--- config.mk ---
export PLATFORM = sky130hd
export DESIGN_NAME = counting_semaphore_fifo_waiters_top
export DESIGN_NICKNAME = d
export VERILOG_FILES = /design/src/design/csfw_pkg.sv /design/src/design/csfw_ram.sv /design/src/design/counting_semaphore_fifo_waiters_top.sv
export VERILOG_INCLUDE_DIRS = /design/src /design/src/design
export SDC_FILE = /design/constraint.sdc
export NUM_CORES = 1
export LEC_CHECK = 0
export BUFFER_PORTS_ARGS = -buffer_cell sky130_fd_sc_hd__buf_2
export CAP_MARGIN = 40
export CORE_MARGIN = 10
export CORE_UTILIZATION = 35
export DETAILED_ROUTE_END_ITERATION = 16
export PLACE_DENSITY_LB_ADDON = 0.25
export SYNTH_ARGS = -nofsm -noshare
export SYNTH_HDL_FRONTEND = slang
export SYNTH_SLANG_ARGS = --single-unit
export TNS_END_PERCENT = 10
--- constraint.sdc ---
create_clock -name clk -period 2.6 [get_ports clk]
set_input_delay 0.26 -clock clk [delete_from_list [all_inputs] [get_ports clk]]
set_output_delay 0.26 -clock clk [all_outputs]
set_load 0.005 [all_outputs]
--- src/design/counting_semaphore_fifo_waiters_top_defines.svh ---
// ---------------------------------------------------------------------------
// Assertion macros for the counting semaphore block
// Shared concurrent assertion forms, clocked and disabled in reset.
// ---------------------------------------------------------------------------
`ifndef COUNTING_SEMAPHORE_FIFO_WAITERS_TOP_DEFINES_SVH
`define COUNTING_SEMAPHORE_FIFO_WAITERS_TOP_DEFINES_SVH

// same-cycle implication
`define CSFW_ASSERT_NOW(label, clk, rst_n, ante, cons, msg) \
	label: assert property (@(posedge clk) disable iff (!rst_n) (ante) |-> (cons)) \
		else $error(msg);

// next-cycle implication
`define CSFW_ASSERT_NEXT(label, clk, rst_n, ante, cons, msg) \
	label: assert property (@(posedge clk) disable iff (!rst_n) (ante) |=> (cons)) \
		else $error(msg);

`endif

--- src/design/csfw_pkg.sv ---
// ---------------------------------------------------------------------------
// csfw_pkg
// Types, codes and sizing constants of the counting semaphore block.
// ---------------------------------------------------------------------------
`default_nettype none

package csfw_pkg;

	localparam int MAX_THREADS = 16;
	localparam int COUNT_WIDTH = 8;
	localparam int TID_W       = 4;
	localparam int INIT_W      = 8;
	localparam int PTR_W       = $clog2(MAX_THREADS);
	localparam int TOT_W       = $clog2(MAX_THREADS + 1);

	typedef logic [COUNT_WIDTH-1:0] count_t;
	typedef logic [PTR_W-1:0]       ptr_t;
	typedef logic [TOT_W-1:0]       total_t;
	typedef logic [TID_W-1:0]       tid_t;
	typedef logic [INIT_W-1:0]      init_t;

	localparam count_t COUNT_MAX = '1;
	localparam total_t TOTAL_FULL = TOT_W'(MAX_THREADS);
	localparam ptr_t   PTR_LAST   = PTR_W'(MAX_THREADS - 1);
	localparam init_t  INIT_RESET = INIT_W'(1);

	typedef enum logic [1:0] {
		OP_DOWN    = 2'd0,
		OP_POLL    = 2'd1,
		OP_UP      = 2'd2,
		OP_DESTROY = 2'd3
	} op_t;

	typedef enum logic [2:0] {
		ST_DONE      = 3'd0,
		ST_UNAVAIL   = 3'd1,
		ST_QUEUED    = 3'd2,
		ST_DEAD      = 3'd3,
		ST_MISMATCH  = 3'd4,
		ST_FULL      = 3'd5,
		ST_SATURATED = 3'd6
	} status_t;

	typedef struct packed {
		op_t  opcode;
		tid_t thread_id;
	} req_t;

	typedef struct packed {
		status_t status;
		logic    wake_valid;
		tid_t    wake_thread;
	} rsp_t;

	// clamp the written initial count to the count range
	function automatic count_t sat_count(input init_t v);
		logic [39:0] wide;
		wide = 40'(v);
		if (wide > 40'(COUNT_MAX))
			return COUNT_MAX;
		else
			return count_t'(wide);
	endfunction

	function automatic ptr_t ptr_next(input ptr_t p);
		return (p == PTR_LAST) ? '0 : ptr_t'(p + 1'b1);
	endfunction

endpackage

`default_nettype wire

--- src/design/csfw_ram.sv ---
// ---------------------------------------------------------------------------
// csfw_ram
// Simple dual-port RAM: one write port, one read port, registered read data.
// ---------------------------------------------------------------------------
`default_nettype none

module csfw_ram #(
	parameter int DEPTH = 16,
	parameter int WIDTH = 4
) (
	input  wire logic                     clk,
	input  wire logic                     we,
	input  wire logic [$clog2(DEPTH)-1:0] waddr,
	input  wire logic [WIDTH-1:0]         wdata,
	input  wire logic                     re,
	input  wire logic [$clog2(DEPTH)-1:0] raddr,
	output logic      [WIDTH-1:0]         rdata
);

	logic [WIDTH-1:0] mem [DEPTH];
	logic [WIDTH-1:0] rdata_q;

	always_ff @(posedge clk) begin
		if (we)
			mem[waddr] <= wdata;
	end

	always_ff @(posedge clk) begin
		if (re)
			rdata_q <= mem[raddr];
	end

	assign rdata = rdata_q;

endmodule

`default_nettype wire

--- src/design/counting_semaphore_fifo_waiters_top.sv ---
// A result strobes on done once the start transaction has passed valid_s1 and done_q.
// A new request is taken only while busy is low; the waiter RAM read of the head
//   entry happens at accept, the count/queue update in the valid_s1 stage.
// busy is high in the cycle after an accepted start; results cannot stall.
// Reset (arst_n low, asynchronous): count = 1, queue empty, not destroyed,
//   initial count register = 1. No clearing pass; the waiter RAM is not reset.
// ---------------------------------------------------------------------------
// counting_semaphore_fifo_waiters_top
// Counting semaphore with a FIFO of waiting thread ids held in a RAM.
// ---------------------------------------------------------------------------
`default_nettype none

`include "counting_semaphore_fifo_waiters_top_defines.svh"

module counting_semaphore_fifo_waiters_top
	import csfw_pkg::*;
(
	input  wire logic  clk,
	input  wire logic  arst_n,
	input  wire logic  start,
	output logic       busy,
	input  wire req_t  req,
	output logic       done,
	output rsp_t       rsp,
	input  wire logic  cfg_we,
	input  wire init_t cfg_wdata
);

	logic   valid_s1;
	req_t   req_s1;
	count_t count_q;
	logic   dead_q;
	ptr_t   head_q;
	ptr_t   tail_q;
	total_t total_q;
	init_t  init_q;
	logic   done_q;
	rsp_t   rsp_q;

	logic   accept;
	tid_t   head_tid;
	logic   avail;
	logic   push;
	logic   pop;
	rsp_t   rsp_d;
	count_t count_d;
	logic   dead_d;

	assign accept = start && !busy;
	assign busy   = valid_s1;

	always_ff @(posedge clk or negedge arst_n) begin
		if (!arst_n) begin
			valid_s1 <= 1'b0;
		end else begin
			valid_s1 <= accept;
		end
	end

	always_ff @(posedge clk) begin
		if (accept)
			req_s1 <= req;
	end

	// head entry is read at accept; head_q holds until the update edge
	csfw_ram #(
		.DEPTH(MAX_THREADS),
		.WIDTH(TID_W)
	) u_wait_ram (
		.clk  (clk),
		.we   (push),
		.waddr(tail_q),
		.wdata(req_s1.thread_id),
		.re   (accept),
		.raddr(head_q),
		.rdata(head_tid)
	);

	assign avail = (count_q != '0) && (total_q == '0);

	always_comb begin
		rsp_d   = '{status: ST_DONE, wake_valid: 1'b0, wake_thread: '0};
		count_d = count_q;
		dead_d  = dead_q;
		push    = 1'b0;
		pop     = 1'b0;
		if (valid_s1) begin
			if (dead_q) begin
				rsp_d.status = ST_DEAD;
			end else begin
				unique case (req_s1.opcode)
					OP_DOWN: begin
						if (avail)
							count_d = count_q - 1'b1;
						else if (total_q == TOTAL_FULL)
							rsp_d.status = ST_FULL;
						else begin
							push         = 1'b1;
							rsp_d.status = ST_QUEUED;
						end
					end
					OP_POLL: begin
						if (avail)
							count_d = count_q - 1'b1;
						else
							rsp_d.status = ST_UNAVAIL;
					end
					OP_UP: begin
						if (total_q != '0) begin
							// hand the unit straight to the head waiter
							pop               = 1'b1;
							rsp_d.wake_valid  = 1'b1;
							rsp_d.wake_thread = head_tid;
						end else if (count_q == COUNT_MAX)
							rsp_d.status = ST_SATURATED;
						else
							count_d = count_q + 1'b1;
					end
					OP_DESTROY: begin
						dead_d = 1'b1;
						if (count_q != sat_count(init_q))
							rsp_d.status = ST_MISMATCH;
					end
					default: begin
						rsp_d.status = ST_DONE;
					end
				endcase
			end
		end
	end

	always_ff @(posedge clk or negedge arst_n) begin
		if (!arst_n) begin
			count_q <= sat_count(INIT_RESET);
			dead_q  <= 1'b0;
			head_q  <= '0;
			tail_q  <= '0;
			total_q <= '0;
			init_q  <= INIT_RESET;
			done_q  <= 1'b0;
		end else begin
			done_q <= valid_s1;
			if (cfg_we) begin
				// reload: drop the queue and the dead mark
				init_q  <= cfg_wdata;
				count_q <= sat_count(cfg_wdata);
				dead_q  <= 1'b0;
				head_q  <= '0;
				tail_q  <= '0;
				total_q <= '0;
			end else begin
				count_q <= count_d;
				dead_q  <= dead_d;
				if (push) begin
					tail_q  <= ptr_next(tail_q);
					total_q <= total_q + 1'b1;
				end
				if (pop) begin
					head_q  <= ptr_next(head_q);
					total_q <= total_q - 1'b1;
				end
			end
		end
	end

	always_ff @(posedge clk) begin
		if (valid_s1)
			rsp_q <= rsp_d;
	end

	assign done = done_q;
	assign rsp  = rsp_q;

	`CSFW_ASSERT_NEXT(a_start_busy, clk, arst_n, accept, busy && !done,
		"accepted transaction must raise busy")
	`CSFW_ASSERT_NEXT(a_one_result, clk, arst_n, valid_s1, done && !busy,
		"every transaction gives one result")
	`CSFW_ASSERT_NOW(a_wake_ok, clk, arst_n, done && rsp.wake_valid,
		rsp.status == ST_DONE, "wake must carry done status")
	`CSFW_ASSERT_NOW(a_wake_zero, clk, arst_n, done && !rsp.wake_valid,
		rsp.wake_thread == '0, "wake thread must be zero without wake")
	`CSFW_ASSERT_NOW(a_no_push_pop, clk, arst_n, push || pop,
		!(push && pop) && !cfg_we, "queue update collides")

endmodule

`default_nettype wire
==> flow_summary.json <==
{
  "synth.avg_cell_area_sq_um": 13.60,
  "start_kind": "flop",
  "route.detailed.drc": 0,
  "drt_pass1_iterations": 4,
  "root_buffer": "clkbuf_16",
  "timing.rr.end": "total_q[4]$_DFFE_PN0P_",
  "slew_violations": 0,
  "rr_worst_depth": 9,
  "dieHeight_um": 143.1,
  "numCtsBuffers": 17,
  "leakage_nw": 2.422,
  "required_ns": 2.89,
  "drive_gt1_share_pct": 23.19,
  "yosysSeqAreaShare_pct": 61.57,
  "ys_ff_latch": 114,
  "antennaDiodeCount": 0,
  "core.rowCount": 44,
  "grt_pass1_vias": 3315,
  "globalRouteOverflowTotal": 0,
  "stdcell_count": 641,
  "path_max_fanout": 6,
  "r2r-start": "total_q[1]$_DFFE_PN0P_",
  "htree_levels": 4,
  "cts_tree": "done",
  "worstPathArrival_ns": 2.79,
  "totalWireLength_um": 11130,
  "areaGrowthSynthToFinish_pct": 20.48,
  "initialDrtViolationCount": 226,
  "async_flop_share_pct": 28.07,
  "io_buffers": 27,
  "critPathKind": "flop to flop",
  "clk_pin_slew_ns": 0.05,
  "vdd_drop_max_mv": 0.4184,
  "synth_ff_type": "edfxtp_1",
  "fillers": 1330,
  "grt_util_met1_pct": 15.26,
  "drv_cap": 0,
  "min_path_cells": 1,
  "rsz0062_at_grt": "true",
  "max_slew_margin_pct": 49.54,
  "end_kind": "flop",
  "yosys-top-cells-area": "edfxtp_1, dfrtp_1, mux2i_1",
  "start_util_pct": 36.08,
  "seq_area_sq_um": 3266,
  "core-area_sq_um": 14700,
  "finalPower_w": 0.004624,
  "syn_inst": 390,
  "endpoint": "total_q[4]$_DFFE_PN0P_",
  "synth_top_area_cell": "edfxtp_1",
  "cts_buffer_depth": 2,
  "clk_latency_ns": 0.41,
  "via_count": 3225,
  "vias_per_cell": 5.031,
  "ant_nets": 0,
  "num-nets-final": 479,
  "cts.sinks": 114,
  "yosys_warnings": 0,
  "status": "completed",
  "io_pins": 28,
  "worstHoldStart": "req[2]",
  "grtUsageMet2_pct": 16.78,
  "timing.fmax_mhz": 400.7,
  "power_density_nw_per_um2": 723.7,
  "finalCritPeriodShare_pct": 95.99,
  "yosysUniqueCellTypes": 58,
  "grt_busiest_layer": "met2",
  "hold_viol": 0,
  "routedWlPerCell_um": 17.36,
  "synth_edf_count": 82,
  "final-setup-viol-count": 0,
  "tightestPinTransition_ns": 0.7568,
  "grt_use_total_pct": 11.52,
  "placedCellCount": 608,
  "die_area_sq_um": 20480,
  "min_period_ns": 2.496,
  "multi_input_area_sq_um": 1957,
  "min-delay-path-class": "primary input to flop",
  "synth.net_count": 424,
  "die_w_um": 143.1,
  "antenna_found_initial": 0,
  "grt_util_met3_pct": 4.080,
  "dp_hpwl_um": 7617,
  "grt_first_pass_wirelength_um": 17940,
  "grt_max_degree": 40,
  "yosys.area.top_type_share_pct": 46.43,
  "synth_area_sq_um": 5304,
  "clock_skew_ns": 0.007163,
  "startpoint": "total_q[1]$_DFFE_PN0P_",
  "reg2reg_slack_ns": 0.10,
  "gp_congestion": 0.8076
}
report_power, final:
| part | switching [W] | internal, W | total (W) |
|---|---|---|---|
| Combinational | 0.000202 | 0.000156 | 0.000358 |
| Sequential | 0.0000481 | 0.00201 | 0.00206 |
| Clock | 0.000815 | 0.00139 | 0.00221 |
| Total | 0.00107 | 0.00356 | 0.00462 |
repair_timing:
item | CTS | global route
hold buffers | 1 | 0
endpoints found under the hold margin | 30 | 0
buffers inserted | 0 | 1
gates resized for setup | 0 | 3
endpoints found under the setup margin | 0 | 6
cell type report:
type | instances | share of cell area, %
Sequential cell | 114 | 51.11
Multi-Input combinational cell | 248 | 30.62
Clock buffer | 17 | 6.658
Clock inverter | 14 | 2.213
Timing Repair Buffer | 48 | 4.817
Inverter | 16 | 0.9790
Tap cell | 184 | 3.603
worst max-delay path, cell delays in order, from the launching register on:
cell,delay (ns)
dfrtp_1,0.38
or4_4,0.57
o211ai_4,0.23
inv_4,0.09
ha_4,0.23
nor2b_1,0.13
o21a_1,0.17
nor3_1,0.13
o21bai_1,0.14
mux2_1,0.33
routing by layer:
metal	share of wire, %	vias to the layer above	routed length (um)
met5	0	-	0
met4	1.1	0	121
met3	6.2	14	686
met2	46	99	5081
met1	47	1533	5238
li1	-	1579	-
kinds of logic after synthesis:
group           Yosys count  synth area share (%)
compound gates           74                 9.649
xor+xnor                 19                 3.138
fa+ha+maj                16                 4.058
buf+inv                  28                 2.123
flops                   114                 61.57
mux                      33                 8.233
simple gates            106                 11.23
worst min path at each step:
stage | to | slack, ns
after global routing | req_s1[4]$_DFFE_PP_ | 0.003
after detailed placement | count_q[4]$_DFFE_PN0P_ | 0.39
after floorplan | busy$_DFF_PN0_ | -0.04
after global placement | init_q[4]$_DFFE_PN0P_ | 0.36
final | req_s1[2]$_DFFE_PP_ | 0.02
after CTS | req_s1[4]$_DFFE_PP_ | 0.001
cell usage in the layout (no fill, tap or decap), drive strengths merged, types with 8 or more instances in the layout:
cell    synthesis  routed
nand3           8       8
nand2          25      25
o21ai          24      24
dfrtp          30      30
mux4            8       8
ha             14      14
mux2i          20      20
a21oi          16      16
clkbuf          6      17
and2           23      23
buf             6      47
inv            16      17
edfxtp         82      82
nor2           17      17
xor2           15      15
synthesized netlist by cell type (3+ instances only):
library cell  instances
a31oi_1               3
o21ai_0              24
xnor2_1               4
dfrtp_1              30
nand4_1               3
and2_1               23
buf_2                 3
clkbuf_1              6
edfxtp_1             82
o21bai_1              3
nor3_1                6
mux4_2                8
inv_1                15
a22oi_1               4
ha_1                 14
mux2i_1              20
a221oi_1              4
a21o_1                5
xor2_1               15
mux2_2                4
nand3_1               7
nand2_1              25
a21oi_1              16
nor2b_1               6
nor2_1               17
stage by stage:
| step | hold WS (ns) | worst slack (ns) | TNS (ns) | cell area, sq um | util [%] |
|---|---|---|---|---|---|
| 2_1_floorplan | -0.03559 | 0.03575 | 0 | 5325 | - |
| 3_5_place_dp | 0.3856 | 0.05492 | 0 | 5793 | 39.41 |
| 5_1_grt | 0.003327 | -0.01525 | -0.01525 | 6390 | 43.47 |
| 4_1_cts | 0.001391 | 0.04334 | 0 | 6370 | 43.34 |
| 6_report | 0.02298 | 0.1043 | 0 | 6390 | 43.47 |
| 3_3_place_gp | 0.3587 | 0.1003 | 0 | 5793 | 39.41 |
sequential cells by signal (all words and copies together) (netlist names):
signal            count
u_wait_ram.mem       64
count_q               8
init_q                8
rsp                   8
req_s1                6
total_q               5
head_q                4
tail_q                4
u_wait_ram.rdata      4
busy                  1
dead_q                1
done                  1
Note: power is estimated with default switching activity, not from simulation.
